$ cat config.mk
export PLATFORM = sky130hd
export DESIGN_NAME = ffra_ctrl
export DESIGN_NICKNAME = d
export VERILOG_FILES = /design/src/ffra_pkg.sv /design/src/ffra_ctrl.sv
export SDC_FILE = /design/constraint.sdc
export NUM_CORES = 1
export LEC_CHECK = 0
export BUFFER_PORTS_ARGS = -buffer_cell sky130_fd_sc_hd__buf_2
export CORE_AREA = 2 2 39 41
export DETAILED_ROUTE_END_ITERATION = 10
export DIE_AREA = 0 0 41 43
export GPL_TIMING_DRIVEN = 0
export SETUP_SLACK_MARGIN = 0.05
export SYNTH_ARGS = -nofsm -noshare
export SYNTH_HDL_FRONTEND = slang
export SYNTH_SLANG_ARGS = --single-unit
$ cat constraint.sdc
create_clock -name clk -period 1.7 [get_ports clk]
set_input_delay 0.17 -clock clk [delete_from_list [all_inputs] [get_ports clk]]
set_output_delay 0.17 -clock clk [all_outputs]
set_load 0.1 [all_outputs]
$ cat src/ffra_pkg.sv
// ffra_pkg: shared types, codes and sizes of the first-fit region allocator
// depends on nothing; imported by every module under src
package ffra_pkg;

	// table and address sizes
	localparam int TABLE_DEPTH = 64;
	localparam int IDX_W       = $clog2(TABLE_DEPTH);
	localparam int CNT_W       = IDX_W + 1;
	localparam int ADDR_W      = 32;
	localparam int PAGE_BYTES  = 4096;
	localparam int CFG_IDX_W   = 1;

	// configuration register reset values
	localparam logic [ADDR_W-1:0] HEAP_START_RST = 32'h0010_0000;
	localparam logic [ADDR_W-1:0] HEAP_END_RST   = 32'h0040_0000;

	// configuration register indexes
	localparam logic [CFG_IDX_W-1:0] CFG_HEAP_START = 1'b0;
	localparam logic [CFG_IDX_W-1:0] CFG_HEAP_END   = 1'b1;

	// request kinds
	typedef enum logic [1:0] {
		KIND_ALLOC = 2'd0,
		KIND_ALIGN = 2'd1,
		KIND_FREE  = 2'd2,
		KIND_NOP   = 2'd3
	} kind_t;

	// result status codes
	typedef enum logic [1:0] {
		ST_OK        = 2'd0,
		ST_NO_SPACE  = 2'd1,
		ST_FULL      = 2'd2,
		ST_NOT_FOUND = 2'd3
	} status_t;

	// what a table scan looks for
	typedef enum logic [1:0] {
		SM_GAP   = 2'd0,
		SM_INS   = 2'd1,
		SM_MATCH = 2'd2
	} scan_mode_t;

	// controller states
	typedef enum logic [2:0] {
		S_IDLE,
		S_GAP,
		S_INS,
		S_MATCH,
		S_MOVE_INS,
		S_MOVE_FREE,
		S_RESP
	} state_t;

	// one table entry
	typedef struct packed {
		logic [ADDR_W-1:0] start_addr;
		logic [ADDR_W-1:0] end_addr;
	} entry_t;

	// commands from the controller
	typedef struct packed {
		logic       load;
		logic       scan;
		scan_mode_t mode;
		logic       mv_step;
		logic       write_new;
		logic       cnt_inc;
		logic       cnt_dec;
		logic       set_res;
		logic       res_grant;
		status_t    res_status;
		logic       out_load;
	} ctrl_cmd_t;

	// status from the datapath
	typedef struct packed {
		logic hit;
		logic exhaust;
		logic fits;
		logic full;
		logic mv_done;
	} dp_status_t;

endpackage

$ cat src/ffra_ctrl.sv
// ffra_ctrl: request sequencer of the region allocator
// depends on ffra_pkg; commands ffra_datapath, reads its dp_status_t
module ffra_ctrl (
	input  logic                 clk,
	input  logic                 arst_n,
	input  logic                 in_valid,
	output logic                 in_ready,
	input  logic [1:0]           kind,
	input  logic                 out_free,
	input  ffra_pkg::dp_status_t stat,
	output ffra_pkg::ctrl_cmd_t  cmd
);
	import ffra_pkg::*;

	state_t state_q;
	state_t state_d;

	// state register
	always_ff @(posedge clk or negedge arst_n) begin
		if (!arst_n) begin
			state_q <= S_IDLE;
		end else begin
			state_q <= state_d;
		end
	end

	// next state and commands
	always_comb begin
		state_d        = state_q;
		in_ready       = 1'b0;
		cmd            = '0;
		cmd.mode       = SM_GAP;
		cmd.res_status = ST_OK;
		case (state_q)
			S_IDLE: begin
				in_ready = 1'b1;
				if (in_valid) begin
					cmd.load = 1'b1;
					case (kind_t'(kind))
						KIND_ALLOC, KIND_ALIGN: state_d = S_GAP;
						KIND_FREE:              state_d = S_MATCH;
						default: begin
							cmd.set_res = 1'b1;
							state_d     = S_RESP;
						end
					endcase
				end
			end
			S_GAP: begin
				cmd.scan = 1'b1;
				cmd.mode = SM_GAP;
				if (stat.hit || (stat.exhaust && stat.fits)) begin
					if (stat.full) begin
						cmd.set_res    = 1'b1;
						cmd.res_status = ST_FULL;
						state_d        = S_RESP;
					end else begin
						state_d = S_INS;
					end
				end else if (stat.exhaust) begin
					cmd.set_res    = 1'b1;
					cmd.res_status = ST_NO_SPACE;
					state_d        = S_RESP;
				end
			end
			S_INS: begin
				cmd.scan = 1'b1;
				cmd.mode = SM_INS;
				if (stat.hit || stat.exhaust) begin
					state_d = S_MOVE_INS;
				end
			end
			S_MATCH: begin
				cmd.scan = 1'b1;
				cmd.mode = SM_MATCH;
				if (stat.hit) begin
					state_d = S_MOVE_FREE;
				end else if (stat.exhaust) begin
					cmd.set_res    = 1'b1;
					cmd.res_status = ST_NOT_FOUND;
					state_d        = S_RESP;
				end
			end
			S_MOVE_INS: begin
				cmd.mv_step = 1'b1;
				if (stat.mv_done) begin
					cmd.write_new = 1'b1;
					cmd.cnt_inc   = 1'b1;
					cmd.set_res   = 1'b1;
					cmd.res_grant = 1'b1;
					state_d       = S_RESP;
				end
			end
			S_MOVE_FREE: begin
				cmd.mv_step = 1'b1;
				if (stat.mv_done) begin
					cmd.cnt_dec = 1'b1;
					cmd.set_res = 1'b1;
					state_d     = S_RESP;
				end
			end
			S_RESP: begin
				if (out_free) begin
					cmd.out_load = 1'b1;
					state_d      = S_IDLE;
				end
			end
			default: state_d = S_IDLE;
		endcase
	end

endmodule

### Word level (Yosys, flattened, before mapping)

Cells that the tools add are included.

* bits in registers: 3
* bits in latches: 0
* RAM bits: 0
* ROM bits: 0
* output and inout bits: 14
* word-level logic and storage cells: 56
* memories: 0

* add/sub/neg operators: 0
* $mul: 0
* div/mod/pow operators: 0
* magnitude comparators: 0
* equality and inequality tests: 12
* shifts and indexed selects: 0
* multiplexer cells: 34
* bitwise gates (word level): 0
* reductions and logical operators: 9

Operators by type and width (number)
* two-way mux 3 bit: 8
* case mux 3 bit (6 select lines): 1
* two-way mux 1 bit: 15
* two-way mux 2 bit: 6
* equality test 3 bit, second input constant: 3
* case mux 3 bit (3 select lines): 1
* equality test 3 x 2 -> 1 bit, second input constant: 2
* inequality test 2 bit, second input constant: 3
* case mux 3 bit (2 select lines): 1
* case mux 1 bit (5 select lines): 1
* case mux 2 bit (2 select lines): 1
* AND reduction 4 bit: 1
* OR reduction 2 bit: 2
* equality test 3 x 1 -> 1 bit, second input constant: 1
* zero test 3 bit: 1
* OR reduction 3 bit: 1
* equality test 2 x 1 -> 1 bit, second input constant: 1
* equality test 2 bit, second input constant: 1
* zero test 2 bit: 1
* logical OR 1 bit: 2
* inequality test 2 x 1 -> 1 bit, second input constant: 1
* logical AND 1 bit: 1

### Logic depth before layout (Yosys ltp)

Gate-level depths: netlist of run 1.

* depth after elaboration: 5
* depth in mapped cells: 5

### Worst setup path before layout of run 1

Ideal clock, no wire load.

* kind: register to output
* from: register state_q[1]
* to: output port cmd[4] in the netlist's numbering
* arrival: 2.944 ns
* data required time: 1.530 ns
* setup slack: -1.414 ns
* cell stages (with the launch flop): 5
* path buffers: 1
* cell sequence: dfrtp_1 buf_2 nor3_2 nand4_1 nand4b_1

RTL lines
* start: declaration: line ffra_ctrl.sv:15 `state_t state_q;`
* start signal: assignment: line ffra_ctrl.sv:23 `state_q <= state_d;`
* end: declaration: line ffra_ctrl.sv:11 `output ffra_pkg::ctrl_cmd_t cmd`

==> results of run 1 <==
## what timing repair did
action | in CTS | in global routing
gates resized for setup | 27 | 22
hold buffers | 1 | 0
buffers inserted | 2 | 2
setup endpoints to repair | 14 | 10
pin swaps | 1 | 4
hold endpoints to repair | 3 | 0
## logic make-up after synthesis
family	Yosys count	synth area share [%]
simple gates	35	48.6
compound gates	14	21.3
buf+inv	7	9.61
flops	3	18.0
mux	1	2.40
## worst paths after layout
kind | from | end | slack (ns) | cells past startpoint
worst min register to register | state_q[0] | state_q[0] | 0.73 | 3
worst max register to register | state_q[1] | state_q[1] | 0.28 | 6
max in group asynchronous | arst_n | state_q[1] | 1.33 | 2
worst max-delay path | state_q[1] | cmd[4] | -0.18 | 4
min in group asynchronous | arst_n | state_q[0] | 0.24 | 2
worst min-delay path | stat[0] | state_q[0] | 0.19 | 2
## synthesized netlist by cell type
cell type	n	area share [%]
sky130_fd_sc_hd__nor2_1	7	6.3
sky130_fd_sc_hd__nand2_1	6	5.4
sky130_fd_sc_hd__nand2b_1	4	6.0
sky130_fd_sc_hd__nor3_1	4	4.8
sky130_fd_sc_hd__o21ai_1	4	4.8
sky130_fd_sc_hd__buf_4	3	5.4
sky130_fd_sc_hd__dfrtp_1	3	18
sky130_fd_sc_hd__nor2b_1	3	4.5
sky130_fd_sc_hd__a211oi_1	2	3.6
sky130_fd_sc_hd__and3_1	2	3.0
sky130_fd_sc_hd__buf_2	2	2.4
sky130_fd_sc_hd__inv_1	2	1.8
sky130_fd_sc_hd__o21ai_0	2	2.4
sky130_fd_sc_hd__a21o_1	1	1.8
sky130_fd_sc_hd__a21oi_1	1	1.2
sky130_fd_sc_hd__a32oi_1	1	2.1
sky130_fd_sc_hd__and2_1	1	1.5
sky130_fd_sc_hd__mux2i_1	1	2.4
sky130_fd_sc_hd__nand2b_4	1	3.3
sky130_fd_sc_hd__nand3_1	1	1.2
sky130_fd_sc_hd__nand3b_1	1	1.8
sky130_fd_sc_hd__nand4_1	1	1.5
sky130_fd_sc_hd__nand4b_1	1	2.1
sky130_fd_sc_hd__nor3_2	1	2.4
sky130_fd_sc_hd__nor4b_1	1	2.1
sky130_fd_sc_hd__o21a_1	1	1.8
sky130_fd_sc_hd__o22ai_1	1	1.5
sky130_fd_sc_hd__o32ai_1	1	2.1
sky130_fd_sc_hd__or4_4	1	2.7
## worst max-delay path, stage by stage (launching register included)
cell,delay (ns)
sky130_fd_sc_hd__dfrtp_2,0.43
sky130_fd_sc_hd__nand2b_4,0.16
sky130_fd_sc_hd__or4_4,0.51
sky130_fd_sc_hd__nand4b_1,0.15
sky130_fd_sc_hd__buf_8,0.21
## per-layer routing
metal	part of all wire [%]	wire length, microns	vias to the layer above
met4	1.1	17	0
met3	5.2	77	2
met1	40	596	268
met2	53	792	27
met5	0	0	-
li1	-	-	281
## final cells by class
class	count	share of cell area [%]
Tap cell	16	2.42
Sequential cell	3	9.52
Buffer	5	5.89
Multi-Input combinational cell	50	42.1
Clock buffer	4	3.17
Inverter	2	0.906
Timing Repair Buffer	29	36.0
## per-stage QoR
step	worst slack [ns]	TNS [ns]	hold slack, ns	utilization [%]
floorplan	-0.835	-2.95	-0.126	-
global placement	-0.160	-0.294	-0.0348	43.5
detailed placement	-0.160	-0.300	-0.0321	43.5
CTS	-0.179	-0.274	0.164	53.0
global route	-0.227	-0.509	0.196	59.9
finish	-0.176	-0.265	0.188	59.9
## layout by cell type, fill, tap and decap left out, types with 3 or more instances in the layout
cell and count:
sky130_fd_sc_hd__buf_12 7, sky130_fd_sc_hd__buf_2 10, sky130_fd_sc_hd__buf_4 9, sky130_fd_sc_hd__buf_6 5
sky130_fd_sc_hd__clkbuf_4 4, sky130_fd_sc_hd__dfrtp_2 3, sky130_fd_sc_hd__nand2_1 6, sky130_fd_sc_hd__nand2b_1 4
sky130_fd_sc_hd__nor2_1 3, sky130_fd_sc_hd__nor3_1 4, sky130_fd_sc_hd__o21ai_1 3
==> results, run 1 <==
- Fill cells in the final layout number ~130.
- In the final layout, the registers with the most flip-flops are state_q: 3 flops.
- In the final layout, the multi-input gates occupy 349 sq um.
- After detailed routing, the number of vias per cell comes to 5.30.
- The layer flagged by global routing as most heavily used is met2.
- In this run the cell area measured after placement is approximately 600 sq um.
- The sequential cell area is 78.8 sq um.
- The die area is ~1800 sq um.
- STA classifies the critical path startpoint as a register.
- The tree is rooted in a sky130_fd_sc_hd__clkbuf_4.
- For this run, the detailed router's first-pass iteration total came to 4.
- The I/O pin count is 25.
- Setup repair after global routing could not meet its margin everywhere.
- The number of vias in the routed layout is just under 600.
- The required time at the endpoint of the critical path is 1.53 ns.
- The number of buffers inserted during clock tree synthesis is 3.
- Setup violations remaining at the end of the flow were counted as 2.
- Each instance of the synthesized netlist takes up on average around 6.9 sq um.
- The total number of placement rows is 14.
- In the final design database the tool counted roughly 110 nets.
- Clock tree synthesis found a total of 3 sinks.
- For the pin with the worst max-slew slack, the measured transition is roughly 0.30 ns.
- The clock reaches the later pin of the worst-skew pair after 0.25 ns.
- After detailed placement, the design holds a cell count of 100.
- Routability-driven placement finished with a final weighted congestion of 0.772.
- Wires add up to approximately 1.5 mm.
- The number of DRC violations after detailed routing is 0.
- The global-route track usage on met1 is 22.3%.
- The TritonCTS clock tree is yes.
- The maximum clock path buffer count is 2.
- The unique cell type count in the Yosys netlist is 29.
- The path type of the worst setup path is reg -> out.
- In the final routed layout, each cell accounts on average for 13.6 microns.
- The final reports fail on negative setup slack.
- In the post-route analysis, the smallest setup slack over all paths is -0.176 ns.
- In this run the standard cell core region covers 1380 sq um.
- After technology mapping, the gate count stands at 60.
- Compared with the post-synthesis result, the final layout area differs by 98.8%.
- Along the worst path, the maximum fanout reaches 5.
- The count of input and output buffers is 24.
- Synthesis inferred 3 register bits.
- The remaining global-route overflow is 0.
- The via count of the first global-routing pass is 524.
- The die span in y is around 43 microns.
- The flip-flop count of the largest register after layout is 3.
- The headroom to the max-slew limit is 80.1%.
- The number of non-filler instances in the completed layout is 109.
- The number of antenna-violating nets in the routed design is 0.
- The fraction of layout instances using a drive strength above 1 is a little over half.
- The number of antenna violations at the first check in global routing is 0.
- During synthesis, Yosys emitted a total of 0 warnings.
- Summing every instance area after synthesis gives 417 sq um.
- The final period demand of the worst path is 1.88 ns.
- The finished layout cell area is 828 sq um.
- After the first detailed-routing iteration, the DRC count stood at 24.
- The run finished, with violations left.
- The post-route fraction of the period consumed by the critical path is 110%.
- On the final layout, the worst clock skew is 0.00891 ns.
- The sequential element share of the synthesized area is 18.0%.
- The H-tree depth is 1.
- Across the run, the number of max-cap violations was 0.
- More flip-flops sit in one register than any other, and that register is state_q.
- For this configuration, the core starts out at a cell density of a little under a third.
- The number of antenna diodes is 0.
- The maximum clock rate is 0.533 GHz.
- For met2 alone, demand over resource in global routing was 26.6%.
- The die extent in x is 41 microns.
- Entering global routing, the biggest net connects 11 pins.
- The final number of max-transition violations is 0.
- Data arrives at the worst endpoint at 1.71 ns.
- The met3 usage in global routing is 1.57%.
- The number of nets handed over by synthesis was about 70.
- The final number of hold-violating endpoints is 0.
- The clock-pin slew reported for the worst setup and hold paths after clock tree synthesis is about 0.04 ns.
- The worst setup path is captured at an output pin.
- The total global routing track utilization is approximately 18%.
- The global-route wire length before repair is 2.08 mm.
- The HPWL after detailed placement is 988 microns.
- The class of the tightest hold or removal check is in -> reg.
Power of run 1 is left out: the tool's default activity adds up to more than one toggle a clock period on the data nets, which glitch-free logic cannot reach.
==> run 2: changes to the inputs <==
Settings changed: RECOVER_POWER set to 100.
==> run 2 against run 1 <==
  * Core utilization is 0.090 points lower
  * Highest routed layer unchanged
  * Critical path depth stayed put
  * Critical path type unchanged
  * Die area stayed put
  * Largest cell class unchanged
  * The run still ends with negative setup slack left
==> results, run 2 (synthesized netlist as in run 1, its figures left out) <==
- The number of setup violations in the final report is 2 (unchanged).
- The arrival time at the worst endpoint came to 1.71 ns (about the same).
- The starting DRC count in detailed routing is 24 (unchanged).
- The final routed wirelength across all metal layers came to 1.48 mm (about the same).
- The die area is 1760 sq um (unchanged).
- The final-stage net count is 105 (unchanged).
- The via count of the first global-routing pass is 524 (unchanged).
- The final period demand of the worst path is 1.88 ns (about the same).
- The final number of max-transition violations is 0 (unchanged).
- The worst setup skew after layout is 0.00891 ns (about the same).
- Outcome: finished, violations left (unchanged).
- The max-capacitance violation count came to 0 (unchanged).
- The maximum clock rate is 0.533 GHz (about the same).
- The worst reg2reg path depth came to 6 (unchanged).
- Largest registers in the final layout: state_q: 3 flops (unchanged).
- The number of buffers inserted during clock tree synthesis is 3 (unchanged).
- The average wire per cell in the routed design came to 13.6 microns (about the same).
- The slowest cell on the critical path is sky130_fd_sc_hd__or4_4 (unchanged).
- The clock latency reported for the late side of the worst-skew pair was 0.25 ns (about the same).
- The worst min-delay path endpoint is state_q[0] (unchanged).
- The pin count of the biggest net entering global routing came to 11 (unchanged).
- Unrepaired setup endpoints after global routing: true (unchanged).
- The global-route wire length before repair was 2.08 mm (unchanged).
- The class of the tightest hold or removal check is in -> reg (unchanged).
- Failing checks: negative setup slack (unchanged).
- The path type of the worst setup path is reg -> out (unchanged).
- The count of TritonRoute iterations in the first routing pass is 4 (unchanged).
- Most frequent cells in the layout: sky130_fd_sc_hd__buf_4 (9), sky130_fd_sc_hd__buf_2 (9), sky130_fd_sc_hd__buf_12 (7) (was sky130_fd_sc_hd__buf_2 (10), sky130_fd_sc_hd__buf_4 (9), sky130_fd_sc_hd__buf_12 (7)).
- The H-tree depth was 1 (unchanged).
- The number of antenna-violating nets in the routed design came to 0 (unchanged).
- The clock tree root driver cell is sky130_fd_sc_hd__clkbuf_4 (unchanged).
- The maximum clock path buffer count was 2 (unchanged).
- The number of DRC violations after detailed routing is 0 (unchanged).
- The required time at the endpoint of the critical path is 1.53 ns (about the same).
- The TritonCTS clock tree is yes (unchanged).
- The smallest setup slack after layout is -0.176 ns (about the same).
- The fraction of layout instances using a drive strength above 1 is 52.7% (was 53.8%).
- The area of the placeable core was 1380 sq um (unchanged).
- The number of antenna diodes is 0 (unchanged).
- The total global routing track utilization is 17.6% (unchanged).
- The routability congestion estimate from global placement is 0.772 (unchanged).
- The remaining global-route overflow is 0 (unchanged).
- The number of stages on the worst hold path is 2 (unchanged).
- The largest register by flop count is state_q (unchanged).
- The startpoint of the worst hold path is stat[0] (unchanged).
- The headroom to the max-slew limit is 80.1% (unchanged).
- The setup slack on the worst flop-to-flop path is 0.28 ns (about the same).
- The post-route fraction of the period consumed by the critical path is 110% (about the same).
- The final number of hold-violating endpoints is 0 (unchanged).
- The number of sinks on the clock net is 3 (unchanged).
- The highest fanout seen on the critical path came to 5 (unchanged).
- The I/O pin count is 25 (unchanged).
- The fill cell total of the finished layout is 135 (was 134).
- The transition time of the tightest slew-check pin is 0.301 ns (unchanged).
- The biggest cell delay along the critical path was 0.51 ns (about the same).
- The total number of placement rows came to 14 (unchanged).
- The number of vias per cell after detailed routing is 5.30 (unchanged).
- The die extent in x was 41 microns (unchanged).
- The count of input and output buffers is 24 (unchanged).
- The critical path launch point type is a register (unchanged).
- The die span in y is 43 microns (unchanged).
- The clock-pin slew reported for the worst setup and hold paths after clock tree synthesis came to 0.04 ns (about the same).
- The initial cell density of the core came to 30.1% (unchanged).
- The number of antenna violations at the first check in global routing is 0 (unchanged).
- The number of vias in the routed layout is 578 (unchanged).
- The end of the worst register-to-register path is state_q[1] (unchanged).
- The flip-flop count of the largest register after layout is 3 (unchanged).
- The detailed placement HPWL was 988 microns (unchanged).
- The worst hold slack across all endpoints is 0.188 ns (about the same).
- The capturing element type of the critical path is an output pin (unchanged).
- The origin of the critical flop-to-flop path is state_q[1] (unchanged).
- Cell breakdown of the critical path: nand2b_4 -> or4_4 -> nand4b_1 -> buf_8 (unchanged).
- The area growth from synthesis to layout is 98.5% (was 98.8%).
## run 2: changes by cell type in the layout (fill, tap and decap cells not counted), sizes merged
cell	previous run	this run
buf	32	31
clkbuf	5	6
## run 2: per-stage QoR
step / TNS, ns / setup WS, ns / instance area (sq um) / cells / util [%]
after CTS: -0.274 / -0.179 / 733 / 107 / 53.0
after global placement: -0.294 / -0.160 / 602 / 100 / 43.5
after global routing: -0.509 / -0.227 / 827 / 109 / 59.8
after detailed placement: -0.300 / -0.160 / 602 / 100 / 43.5
final: -0.265 / -0.176 / 827 / 109 / 59.8
after floorplan: -2.95 / -0.835 / 462 / 60 / -
## run 2: how the worst max path moves through the flow
stage | start | end | slack [ns]
after floorplan | state_q[0] | cmd[4] | -0.84
after global placement | state_q[1] | cmd[4] | -0.16
after detailed placement | state_q[1] | cmd[4] | -0.16
after CTS | state_q[1] | cmd[4] | -0.18
after global routing | state_q[1] | cmd[4] | -0.23
final | state_q[1] | cmd[4] | -0.18
## run 2: layout make-up
class | count | area [sq um] | share of cell area, %
repair buffers | 29 | 297 | 35.9
inverters | 2 | 7.51 | 0.908
well taps | 16 | 20.0 | 2.42
multi-input cells | 50 | 349 | 42.2
clock buffers | 4 | 26.3 | 3.18
plain buffers | 5 | 48.8 | 5.90
flip-flops and latches | 3 | 78.8 | 9.53
## run 2: per-layer routing
layer  up-vias  GRT usage, %  part of all wire (%)
met5         -             0                     0
met4         0          12.0                   1.1
met3         2          1.57                   5.2
met2        27          26.6                    53
met1       268          22.3                    40
li1        281             -                     -
## run 2: timing repair
| action | CTS | global route |
|---|---|---|
| setup buffers | 2 | 2 |
| hold endpoints to repair | 3 | 0 |
| endpoints found under the setup margin | 14 | 10 |
| resized for setup | 27 | 22 |
| hold buffers | 1 | 0 |
| pin swaps | 1 | 4 |
## run 2: critical path, delay by kind of cell (launching register included)
| kind | cells | cell delay (ns) |
|---|---|---|
| simple gates | 3 | 0.82 |
| buf+inv | 1 | 0.21 |
| flops | 1 | 0.43 |
Power of run 2 is left out for the same reason.
